<file path="config.mk">
export PLATFORM = sky130hd
export DESIGN_NAME = distance_bearing_unit_top
export DESIGN_NICKNAME = d
export VERILOG_FILES = /design/src/design/dbu_pkg.sv /design/src/design/dbu_ram.sv /design/src/design/dbu_div.sv /design/src/design/distance_bearing_unit_top.sv
export SDC_FILE = /design/constraint.sdc
export NUM_CORES = 2
export LEC_CHECK = 0
export ABC_AREA = 1
export BUFFER_PORTS_ARGS = -buffer_cell sky130_fd_sc_hd__buf_2
export CAP_MARGIN = 0
export CORE_UTILIZATION = 40
export DETAILED_ROUTE_END_ITERATION = 10
export PLACE_DENSITY = 0.64
export SYNTH_ARGS = -nofsm -noshare
export SYNTH_HDL_FRONTEND = slang
export SYNTH_SLANG_ARGS = --single-unit
</file>
<file path="constraint.sdc">
create_clock -name clk -period 10.2 [get_ports clk]
set_clock_uncertainty 0.15 [all_clocks]
set_input_delay 0.51 -clock clk [delete_from_list [all_inputs] [get_ports clk]]
set_output_delay 0.51 -clock clk [all_outputs]
set_load 0.01 [all_outputs]
</file>
<file path="src/design/dbu_pkg.sv">
// Shared constants, types and state codes for the distance and bearing unit.
package dbu_pkg;

    localparam int TABLE_DEPTH  = 257;
    localparam int TABLE_AW     = 9;
    localparam int ANGLE_W      = 7;
    localparam int NEWTON_STEPS = 14;
    localparam int STEP_W       = 6;
    localparam int RAD_W        = 32;
    localparam int DIV_W        = 32;
    localparam int DIV_CNT_W    = 6;
    localparam int COORD_W      = 15;
    localparam int DIFF_W       = 16;
    localparam int DIST_W       = 16;
    localparam int BEAR_W       = 9;

    localparam logic [BEAR_W-1:0] DEG_90  = 9'd90;
    localparam logic [BEAR_W-1:0] DEG_180 = 9'd180;
    localparam logic [BEAR_W-1:0] DEG_270 = 9'd270;
    localparam logic [BEAR_W-1:0] DEG_360 = 9'd360;
    localparam logic [TABLE_AW-1:0] IDX_MAX = 9'd256;

    typedef enum logic [7:0] {
        ST_IDLE   = 8'b0000_0001,
        ST_SETUP  = 8'b0000_0010,
        ST_NDIV   = 8'b0000_0100,
        ST_NWAIT  = 8'b0000_1000,
        ST_IDIV   = 8'b0001_0000,
        ST_IWAIT  = 8'b0010_0000,
        ST_READ   = 8'b0100_0000,
        ST_DONE   = 8'b1000_0000
    } state_t;

    typedef struct packed {
        logic             start;
        logic [DIV_W-1:0] dividend;
        logic [DIV_W-1:0] divisor;
    } div_req_t;

    typedef struct packed {
        logic             done;
        logic [DIV_W-1:0] quotient;
    } div_rsp_t;

endpackage

</file>
<file path="src/design/dbu_ram.sv">
// Generic single-port RAM with registered read data.
module dbu_ram #(
    parameter int WIDTH = 8,
    parameter int DEPTH = 256
) (
    input  logic                     clk,
    input  logic                     we,
    input  logic [$clog2(DEPTH)-1:0] addr,
    input  logic [WIDTH-1:0]         wdata,
    output logic [WIDTH-1:0]         rdata
);

    logic [WIDTH-1:0] mem [DEPTH];

    always_ff @(posedge clk)
    begin
        if (we)
        begin
            mem[addr] <= wdata;
        end
        rdata <= mem[addr];
    end

endmodule

</file>
<file path="src/design/dbu_div.sv">
// Restoring radix-2 divider, one quotient bit per cycle.
module dbu_div (
    input  logic               clk,
    input  logic               rst_n,
    input  dbu_pkg::div_req_t  req,
    output dbu_pkg::div_rsp_t  rsp
);

    logic [dbu_pkg::DIV_W-1:0]     quo_reg, quo_next;
    logic [dbu_pkg::DIV_W-1:0]     rem_reg, rem_next;
    logic [dbu_pkg::DIV_W-1:0]     den_reg, den_next;
    logic [dbu_pkg::DIV_CNT_W-1:0] cnt_reg, cnt_next;
    logic                          run_reg, run_next;
    logic                          done_reg, done_next;
    logic [dbu_pkg::DIV_W:0]       trial;

    always_comb
    begin
        quo_next  = quo_reg;
        rem_next  = rem_reg;
        den_next  = den_reg;
        cnt_next  = cnt_reg;
        run_next  = run_reg;
        done_next = 1'b0;
        trial     = {rem_reg, quo_reg[dbu_pkg::DIV_W-1]};
        if (req.start)
        begin
            quo_next = req.dividend;
            rem_next = '0;
            den_next = req.divisor;
            cnt_next = '0;
            run_next = 1'b1;
        end
        else if (run_reg)
        begin
            quo_next = {quo_reg[dbu_pkg::DIV_W-2:0], 1'b0};
            if (trial >= {1'b0, den_reg})
            begin
                rem_next    = dbu_pkg::DIV_W'(trial - {1'b0, den_reg});
                quo_next[0] = 1'b1;
            end
            else
            begin
                rem_next = trial[dbu_pkg::DIV_W-1:0];
            end
            cnt_next = cnt_reg + 1'b1;
            if (cnt_reg == dbu_pkg::DIV_CNT_W'(dbu_pkg::DIV_W - 1))
            begin
                run_next  = 1'b0;
                done_next = 1'b1;
            end
        end
    end

    always_ff @(posedge clk or negedge rst_n)
    begin
        if (!rst_n)
        begin
            run_reg  <= 1'b0;
            done_reg <= 1'b0;
            cnt_reg  <= '0;
        end
        else
        begin
            run_reg  <= run_next;
            done_reg <= done_next;
            cnt_reg  <= cnt_next;
        end
    end

    always_ff @(posedge clk)
    begin
        quo_reg <= quo_next;
        rem_reg <= rem_next;
        den_reg <= den_next;
    end

    assign rsp.done     = done_reg;
    assign rsp.quotient = quo_reg;

endmodule

</file>
<file path="src/design/distance_bearing_unit_top.sv">
// Top level of the distance and bearing unit: sequencer, divider and arcsine table.
// A request is taken when start is high and busy is low; busy stays high until the
// result strobe. A table write (mode 1) does not raise busy. A distance request on a
// common axis goes from setup straight to done. Otherwise it passes a setup state, then
// one divide per Newton step (up to 14 steps on one shared divider), then a divide for
// the table index and a table read. The result is shown for one cycle with valid high
// and cannot be held off. The table holds nothing until written.
module distance_bearing_unit_top (
    input  logic                               clk,
    input  logic                               rst_n,
    input  logic                               start,
    output logic                               busy,
    input  logic                               mode,
    input  logic signed [dbu_pkg::COORD_W-1:0] observer_x,
    input  logic signed [dbu_pkg::COORD_W-1:0] observer_y,
    input  logic signed [dbu_pkg::COORD_W-1:0] target_x,
    input  logic signed [dbu_pkg::COORD_W-1:0] target_y,
    input  logic [8:0]                         entry_index,
    input  logic [6:0]                         entry_value,
    output logic                               valid,
    output logic [dbu_pkg::DIST_W-1:0]         distance,
    output logic [dbu_pkg::BEAR_W-1:0]         bearing
);

    dbu_pkg::state_t state_reg, state_next;
    logic signed [dbu_pkg::DIFF_W-1:0] dx_reg, dx_next, dy_reg, dy_next;
    logic [dbu_pkg::RAD_W-1:0]   n_reg, n_next, prev_reg, prev_next;
    logic [dbu_pkg::STEP_W-1:0]  step_reg, step_next;
    logic [dbu_pkg::DIST_W-1:0]  dist_reg, dist_next;
    logic [dbu_pkg::BEAR_W-1:0]  bear_reg, bear_next;
    logic                        valid_reg, valid_next;
    logic [dbu_pkg::DIFF_W-1:0]  adx, ady;
    logic [dbu_pkg::RAD_W-1:0]   newt, rad_sq;
    logic [dbu_pkg::TABLE_AW-1:0] ram_addr;
    logic                        ram_we;
    logic [dbu_pkg::ANGLE_W-1:0] ram_rdata;
    logic [dbu_pkg::BEAR_W-1:0]  angle;
    dbu_pkg::div_req_t           dreq;
    dbu_pkg::div_rsp_t           drsp;
    logic signed [dbu_pkg::DIFF_W-1:0] in_dx, in_dy;

    assign in_dx = dbu_pkg::DIFF_W'(target_x) - dbu_pkg::DIFF_W'(observer_x);
    assign in_dy = dbu_pkg::DIFF_W'(observer_y) - dbu_pkg::DIFF_W'(target_y);
    assign adx   = dx_reg[dbu_pkg::DIFF_W-1] ? dbu_pkg::DIFF_W'(-dx_reg) : dx_reg;
    assign ady   = dy_reg[dbu_pkg::DIFF_W-1] ? dbu_pkg::DIFF_W'(-dy_reg) : dy_reg;
    assign rad_sq = dbu_pkg::RAD_W'(adx) * dbu_pkg::RAD_W'(adx)
                  + dbu_pkg::RAD_W'(ady) * dbu_pkg::RAD_W'(ady);
    assign newt  = dbu_pkg::RAD_W'(({1'b0, prev_reg} + {1'b0, drsp.quotient} + 33'd1) >> 1);
    assign angle = {2'b00, ram_rdata};

    dbu_div u_div (.clk(clk), .rst_n(rst_n), .req(dreq), .rsp(drsp));

    dbu_ram #(.WIDTH(dbu_pkg::ANGLE_W), .DEPTH(dbu_pkg::TABLE_DEPTH)) u_table (
        .clk(clk), .we(ram_we), .addr(ram_addr), .wdata(entry_value), .rdata(ram_rdata)
    );

    always_comb
    begin
        state_next = state_reg;
        dx_next    = dx_reg;
        dy_next    = dy_reg;
        n_next     = n_reg;
        prev_next  = prev_reg;
        step_next  = step_reg;
        dist_next  = dist_reg;
        bear_next  = bear_reg;
        valid_next = 1'b0;
        dreq.start    = 1'b0;
        dreq.dividend = n_reg;
        dreq.divisor  = prev_reg;
        ram_we     = 1'b0;
        ram_addr   = entry_index;
        case (state_reg)
            dbu_pkg::ST_IDLE:
            begin
                if (start)
                begin
                    if (mode)
                    begin
                        ram_we = (entry_index <= dbu_pkg::IDX_MAX);
                    end
                    else
                    begin
                        dx_next    = in_dx;
                        dy_next    = in_dy;
                        state_next = dbu_pkg::ST_SETUP;
                    end
                end
            end
            dbu_pkg::ST_SETUP:
            begin
                if (dx_reg == '0)
                begin
                    dist_next  = ady;
                    bear_next  = (dy_reg > 0) ? dbu_pkg::DEG_90 : dbu_pkg::DEG_270;
                    state_next = dbu_pkg::ST_DONE;
                end
                else if (dy_reg == '0)
                begin
                    dist_next  = adx;
                    bear_next  = (dx_reg > 0) ? '0 : dbu_pkg::DEG_180;
                    state_next = dbu_pkg::ST_DONE;
                end
                else
                begin
                    n_next     = rad_sq;
                    prev_next  = rad_sq >> 1;
                    step_next  = '0;
                    state_next = dbu_pkg::ST_NDIV;
                end
            end
            dbu_pkg::ST_NDIV:
            begin
                dreq.start = 1'b1;
                state_next = dbu_pkg::ST_NWAIT;
            end
            dbu_pkg::ST_NWAIT:
            begin
                if (drsp.done)
                begin
                    prev_next = newt;
                    step_next = step_reg + 1'b1;
                    if (newt == prev_reg ||
                        step_reg == dbu_pkg::STEP_W'(dbu_pkg::NEWTON_STEPS - 1))
                    begin
                        state_next = dbu_pkg::ST_IDIV;
                    end
                    else
                    begin
                        state_next = dbu_pkg::ST_NDIV;
                    end
                end
            end
            dbu_pkg::ST_IDIV:
            begin
                // The root is at least 1 here, since the radicand is at least 2.
                dist_next     = (prev_reg > 32'hFFFF) ? 16'hFFFF : prev_reg[15:0];
                dreq.start    = 1'b1;
                dreq.dividend = {8'd0, ady, 8'd0};
                dreq.divisor  = prev_reg;
                state_next    = dbu_pkg::ST_IWAIT;
            end
            dbu_pkg::ST_IWAIT:
            begin
                if (drsp.done)
                begin
                    n_next     = (drsp.quotient > 32'd256) ? 32'd256 : drsp.quotient;
                    state_next = dbu_pkg::ST_READ;
                end
            end
            dbu_pkg::ST_READ:
            begin
                // Address is applied in this cycle; data arrives next cycle.
                ram_addr   = n_reg[8:0];
                step_next  = {1'b1, step_reg[dbu_pkg::STEP_W-2:0]};
                state_next = dbu_pkg::ST_DONE;
            end
            dbu_pkg::ST_DONE:
            begin
                if (step_reg[dbu_pkg::STEP_W-1] && dx_reg != '0 && dy_reg != '0)
                begin
                    if (dx_reg > 0 && dy_reg > 0)
                        bear_next = angle;
                    else if (dx_reg > 0)
                        bear_next = (angle == '0) ? '0 : dbu_pkg::BEAR_W'(dbu_pkg::DEG_360 - angle);
                    else if (dy_reg > 0)
                        bear_next = dbu_pkg::BEAR_W'(dbu_pkg::DEG_180 - angle);
                    else
                        bear_next = dbu_pkg::BEAR_W'(dbu_pkg::DEG_180 + angle);
                end
                valid_next = 1'b1;
                step_next  = '0;
                state_next = dbu_pkg::ST_IDLE;
            end
            default:
            begin
                state_next = dbu_pkg::ST_IDLE;
            end
        endcase
    end

    always_ff @(posedge clk or negedge rst_n)
    begin
        if (!rst_n)
        begin
            state_reg <= dbu_pkg::ST_IDLE;
            valid_reg <= 1'b0;
            step_reg  <= '0;
        end
        else
        begin
            state_reg <= state_next;
            valid_reg <= valid_next;
            step_reg  <= step_next;
        end
    end

    always_ff @(posedge clk)
    begin
        dx_reg   <= dx_next;
        dy_reg   <= dy_next;
        n_reg    <= n_next;
        prev_reg <= prev_next;
        dist_reg <= dist_next;
        bear_reg <= bear_next;
    end

    assign busy     = (state_reg != dbu_pkg::ST_IDLE);
    assign valid    = valid_reg;
    assign distance = dist_reg;
    assign bearing  = bear_reg;

endmodule

</file>
Word-level counts from Yosys, hierarchy flattened:

Memory sizes are Yosys's and may differ from the RTL's. A register that Yosys moved wholly into a read port is not among the register bits.
Index checks and enable logic that the tools add are counted.

* register bits: 240
* memory bits (writable): 1799
* word-level logic and storage cells: 143
* memories kept: 1

* add/sub/neg operators: 13
* $mul: 2
* magnitude comparators: 6
* eq/ne operators: 20
* multiplexer cells: 58
* bitwise logic cells: 2
* reductions and logical operators: 25

Memories
* u_table.mem: depth 257, bits a word 7, rd ports 1, clocked after Yosys merged registers in 1, wr ports 1, line dbu_ram.sv:13 `logic [WIDTH-1:0] mem [DEPTH];`

Operators with widths (number)
* 32-bit 2-to-1 mux: 10
* 32-bit one-hot mux with 2 select lines: 2
* 9-bit 2-to-1 mux: 9
* 16-bit 2-to-1 mux: 5
* 16-bit by 16-bit multiplier with 32-bit output: 2
* 64-bit 2-to-1 mux: 1
* 8-bit 2-to-1 mux: 7
* 8-bit one-hot mux with 7 select lines: 1
* 32-bit by 32-bit adder with 33-bit output: 1
* 33-bit by 1-bit adder with 33-bit output, second input constant: 1
* 33-bit by 32-bit >= comparator with 1-bit output: 1
* 32-bit adder: 1
* 32-bit == test: 1
* 16-bit by 1-bit > comparator with 1-bit output, second input constant: 2
* 32-bit by 16-bit > comparator with 1-bit output, second input constant: 1
* 32-bit by 9-bit > comparator with 1-bit output, second input constant: 1
* 16-bit logical NOT: 2
* 16-bit negator: 2
* 16-bit one-hot mux with 2 select lines: 1
* 16-bit nonzero test: 2
* 15-bit by 15-bit subtractor with 16-bit output: 2
* 32-bit subtractor: 1
* 6-bit 2-to-1 mux: 5
* 6-bit one-hot mux with 4 select lines: 1
* 34 further kinds: 64

Logic depth before layout (Yosys ltp):

* word-level depth: 7
* depth in mapped cells: 38
* gate-level depth less buffers: 37

Hierarchy:

From an unflattened synthesis, not the netlist that was laid out.

* cell total of the unflattened synthesis: 10745
* area total of the unflattened synthesis: 105841.5 µm²

By module, submodules not included
* dbu_ram: instances 1, cells an instance 6343, area each 72328.1 µm²
* distance_bearing_unit_top: instances 1, cells an instance 3404, area each 26593.0 µm²
* dbu_div: instances 1, cells an instance 998, area each 6920.4 µm²

Least setup slack after synthesis:

No wires, ideal clock.

* path kind: register -> register
* start point: register dx_reg[0] in the netlist's numbering
* end point: register prev_reg[28] in the netlist's numbering, data pin
* arrival time: 8.009 ns
* required time: 9.781 ns
* slack: 1.772 ns
* cell stages (with the launch flop): 35
* clock period less this slack: 8.428 ns
* path through: edfxtp_1 inv_1 clkbuf_1 ha_1 inv_1 nor3_1 nand2_1 nor2_1 nand2_1 nor2_1 o21ai_0 nand2_1 clkinv_1 nor2_1 inv_1 fa_1 fa_1 fa_1 fa_1 inv_1 fa_1 fa_1 fa_1 inv_1 fa_1 inv_1 ha_1 nand2_1 nor4_1 nand4_1 nand3_1 a21oi_1 o21ai_0 xor2_1 o21ai_0

* cells in the longest elaborated chain, start to end: 7

RTL lines
* start, declared: line distance_bearing_unit_top.sv:26 `logic signed [dbu_pkg::DIFF_W-1:0] dx_reg, dx_next, dy_reg, dy_next;`
* start signal, assigned: line distance_bearing_unit_top.sv:200 `dx_reg <= dx_next;`
* 16-bit negator: line distance_bearing_unit_top.sv:44 `assign adx = dx_reg[dbu_pkg::DIFF_W-1] ? dbu_pkg::DIFF_W'(-dx_reg) : dx_reg;`
* 16-bit 2-to-1 mux (*): line distance_bearing_unit_top.sv:44
* 16-bit by 16-bit multiplier with 32-bit output (*): line distance_bearing_unit_top.sv:46 `assign rad_sq = dbu_pkg::RAD_W'(adx) * dbu_pkg::RAD_W'(adx)`
* 32-bit adder (*): line distance_bearing_unit_top.sv:47 `+ dbu_pkg::RAD_W'(ady) * dbu_pkg::RAD_W'(ady);`
* 32-bit 2-to-1 mux (*): line distance_bearing_unit_top.sv:98 `else if (dy_reg == '0)`
* 32-bit 2-to-1 mux (*): line distance_bearing_unit_top.sv:92 `if (dx_reg == '0)`
* 32-bit one-hot mux with 2 select lines (*): line distance_bearing_unit_top.sv:73 `case (state_reg)`
* via prev_next, one bit: line distance_bearing_unit_top.sv:27 `logic [dbu_pkg::RAD_W-1:0] n_reg, n_next, prev_reg, prev_next;`
* end signal, assigned: line distance_bearing_unit_top.sv:203 `prev_reg <= prev_next;`
* end, declared: line distance_bearing_unit_top.sv:27

Mark *: on every way through the listed nets, which the timed path passes. The rest lies on a longest branch. The select of a mux whose other input is x is not followed.
A chain may end at the register's enable or synchronous reset.

Final worst setup path:

* start point: register dy_reg[0] in the netlist's numbering
* end point: register prev_reg[28] in the netlist's numbering, data pin

* cells in the longest elaborated chain, start to end: 7

RTL lines
* start, declared: line distance_bearing_unit_top.sv:26
* start signal, assigned: line distance_bearing_unit_top.sv:201 `dy_reg <= dy_next;`
* 16-bit negator: line distance_bearing_unit_top.sv:45 `assign ady = dy_reg[dbu_pkg::DIFF_W-1] ? dbu_pkg::DIFF_W'(-dy_reg) : dy_reg;`
* 16-bit 2-to-1 mux (*): line distance_bearing_unit_top.sv:45
* 16-bit by 16-bit multiplier with 32-bit output (*): line distance_bearing_unit_top.sv:47
* 32-bit adder (*): line distance_bearing_unit_top.sv:47
* 32-bit 2-to-1 mux (*): line distance_bearing_unit_top.sv:98
* 32-bit 2-to-1 mux (*): line distance_bearing_unit_top.sv:92
* 32-bit one-hot mux with 2 select lines (*): line distance_bearing_unit_top.sv:73
* via prev_next, one bit: line distance_bearing_unit_top.sv:27

Marks and branches as above.

==> flow_metrics.py <==
metrics = {
    "logic_synthesis": {
        "async_flop_share": 0.0112,
        "yosysSeqAreaShare": 0.576,
        "ys_seq_elements": 2046,
        "synth_edf_count": 1984,
        "synth_cell_types": 62,
        "synth_warnings": 0,
        "synth_area_um2": 106000,
        "syn_area_per_cell_um2": 9.83,
        "syn_inst": 10800,
        "synth_flop_cell": "edfxtp_1",
    },
    "global_routing": {
        "antenna_found_initial": 9,
        "grt_pass1_vias": 75600,
        "grt_usage": 0.234,
        "grt_overflow_total": 0,
        "grt_max_degree": 178,
        "grt_pass1_wl_um": 470000,
    },
    "placed_design": {
        "dp_hpwl_um": 202000,
        "dp_cells": 14100,
        "io_buffers": 106,
        "gp_congestion": 0.970,
        "placed_area_um2": 110000,
    },
    "die": {
        "fp.dieW_um": 516,
        "core_area_um2": 263000,
        "initial_utilization": 0.403,
        "die_area_um2": 267000,
        "row_count": 188,
        "chipHeight_um": 516,
        "io_pins": 107,
    },
    "route": {
        "route.detailed.drc": 0,
        "antenna_left": 0,
        "drt_pass1_iterations": 8,
        "routedWlPerCell_um": 21.7,
        "drt_wl_total_um": 315000,
        "viasPerCell": 5.30,
        "vias": 76900,
        "initialDrtViolationCount": 9107,
    },
    "worst_hold_path": {
        "hold_start": "entry_value[5]",
        "hold_class": "input pin to flop",
    },
    "setup_path": {
        "critical_path.startpoint": "dy_reg[0]$_DFFE_PP_",
        "slowest_stage": "fa_1",
        "path_max_fanout": 19,
        "cp-start-kind": "flop",
        "cp_data_required_time_ns": 10.57,
        "rr_startpoint": "dy_reg[0]$_DFFE_PP_",
        "arrival_ns": 10.01,
        "cp_common_cell": "fa_1",
        "slowest_delay_ns": 0.52,
        "end_kind": "flop",
        "setup.worst_path.class": "flop to flop",
    },
    "cells_and_area": {
        "final_cell_area_um2": 117000,
        "stdcell_count": 14500,
        "fillCellCount": 24500,
        "layout-drive-gt1-share": 0.0573,
        "top_register": "u_table.mem",
        "syn_to_final_growth_pct": 10.8,
        "largest_reg_flops": 1799,
        "layout_commonest_cell": "nand2_1",
        "final_cell_mix": "nand2_1 (4,433), edfxtp_1 (1,984), inv_1 (940), nor2_1 (741), nand3_1 (488)",
        "nets": 11600,
    },
    "sta": {
        "worst_slew_margin_rel": 0.102,
        "max_freq_mhz": 104,
        "holdWs_ns": -0.00334,
        "final-setup-viol-count": 0,
        "min_period_ns": 9.65,
        "min_period_over_period": 0.946,
        "slew_violations": 0,
        "rsz0062_at_grt": "no",
        "worst_pin_slew_ns": 1.34,
        "final.setup.tns_ns": 0,
        "hold_viol_final": 1,
    },
    "clock_tree": {
        "clkSinkCount": 2046,
        "cts_buffer_depth": 3,
        "insertion_delay_ns": 0.87,
        "path_clk_slew_ns": 0.06,
        "cts_buffers": 209,
        "cts_tree": "done",
        "cts.root.buffer_cell": "clkbuf_16",
        "cts_max_level": 4,
    },
    "status": {
        "status": "complete, but fails checks",
        "violations": "negative hold slack",
    },
    "run": {
        "cap_viol_max_count": 0,
    },
}
==> synth_stat cells (all sizes together), types with 2 or more instances <==
cell,n,share of area
nor2,763,0.028
o211ai,25,0.0018
edfxtp,1984,0.56
buf,232,0.011
a211oi,9,0.00064
conb,2,0.000071
nand3b,20,0.0014
inv,972,0.034
o21a,3,0.00021
fa,387,0.073
o221ai,12,0.00099
ha,288,0.034
xnor2,36,0.0030
o21ai,300,0.015
nand4,82,0.0048
nor4,23,0.0017
nor3,48,0.0026
clkbuf,185,0.0066
xor3,6,0.0013
nand3,490,0.023
a32o,3,0.00028
a221oi,3,0.00025
a21boi,5,0.00035
xor2,76,0.0063
and2,3,0.00018
dfrtp,22,0.0052
clkinv,11,0.00039
o31ai,4,0.00028
a21o,11,0.00078
o22ai,3,0.00018
or2,20,0.0012
dfxtp,39,0.0074
a31oi,11,0.00065
nand2,4448,0.16
a22oi,2,0.00014
a31o,4,0.00033
o21bai,21,0.0015
a21oi,199,0.0094
and3,2,0.00012
==> per-stage QoR <==
step / setup WS (ns) / utilization
CTS: 0.293 / 0.446
finish: 0.553 / 0.446
floorplan: 1.77 / -
global placement: 0.605 / 0.420
detailed placement: 0.416 / 0.420
global route: 0.0149 / 0.446
==> cell families after synthesis <==
| family | count (synthesis) | share of synthesized area |
|---|---|---|
| flops | 2046 | 0.576 |
| compound gates | 618 | 0.0326 |
| xor+xnor | 118 | 0.0106 |
| other cells | 2 | 0.0000710 |
| simple gates | 5901 | 0.221 |
| mux | 1 | 0.0000946 |
| buf+inv | 1400 | 0.0523 |
| fa+ha+maj | 675 | 0.107 |
==> path summary, 6_finish.rpt <==
kind | to | slack, ns | cells past startpoint
max in group asynchronous | step_reg[4]$_DFFE_PN0P_ | 8.04 | 4
hold reg to reg | u_div.rem_reg[20]$_SDFFE_PN0P_ | 0.32 | 2
setup / recovery | prev_reg[28]$_DFFE_PP_ | 0.55 | 36
hold / removal | u_table.mem[227][5]$_DFFE_PP_ | -0.003 | 1
setup reg to reg | prev_reg[28]$_DFFE_PP_ | 0.55 | 36
min in group asynchronous | u_div.cnt_reg[3]$_DFFE_PN0P_ | 0.47 | 3
==> area by class of cell <==
type,count,area [um2],share of cell area
flip-flops and latches,2046,60900,0.520
multi-input cells,7337,39600,0.338
clock buffers,270,5550,0.0473
well taps,3515,4400,0.0375
inverters,983,3710,0.0316
repair buffers,233,1780,0.0152
clock inverters,114,1270,0.0109
diodes,3,7.51,0.0000640
==> critical path, delay by kind of cell (launching register included) <==
kind	cells	cell delay (ns)
buf+inv	10	1.02
compound gates	4	0.73
xor+xnor	1	0.21
simple gates	11	2.30
flops	1	0.43
fa+ha+maj	10	4.43
==> layer usage <==
layer | share of wire | track usage
met1 | 0.42 | 0.324
met2 | 0.46 | 0.371
met3 | 0.097 | 0.0468
met4 | 0.030 | 0.0686
met5 | 0 | 0
==> repair_timing <==
action | in CTS | in global routing
setup endpoints to repair | 0 | 10
hold endpoints to repair | 57 | 0
gates resized for setup | 0 | 11
setup buffers | 0 | 3
hold buffers | 11 | 0
Power is not shown: default switching activity piles up to over one toggle a cycle in this logic, so the estimate is an artifact.
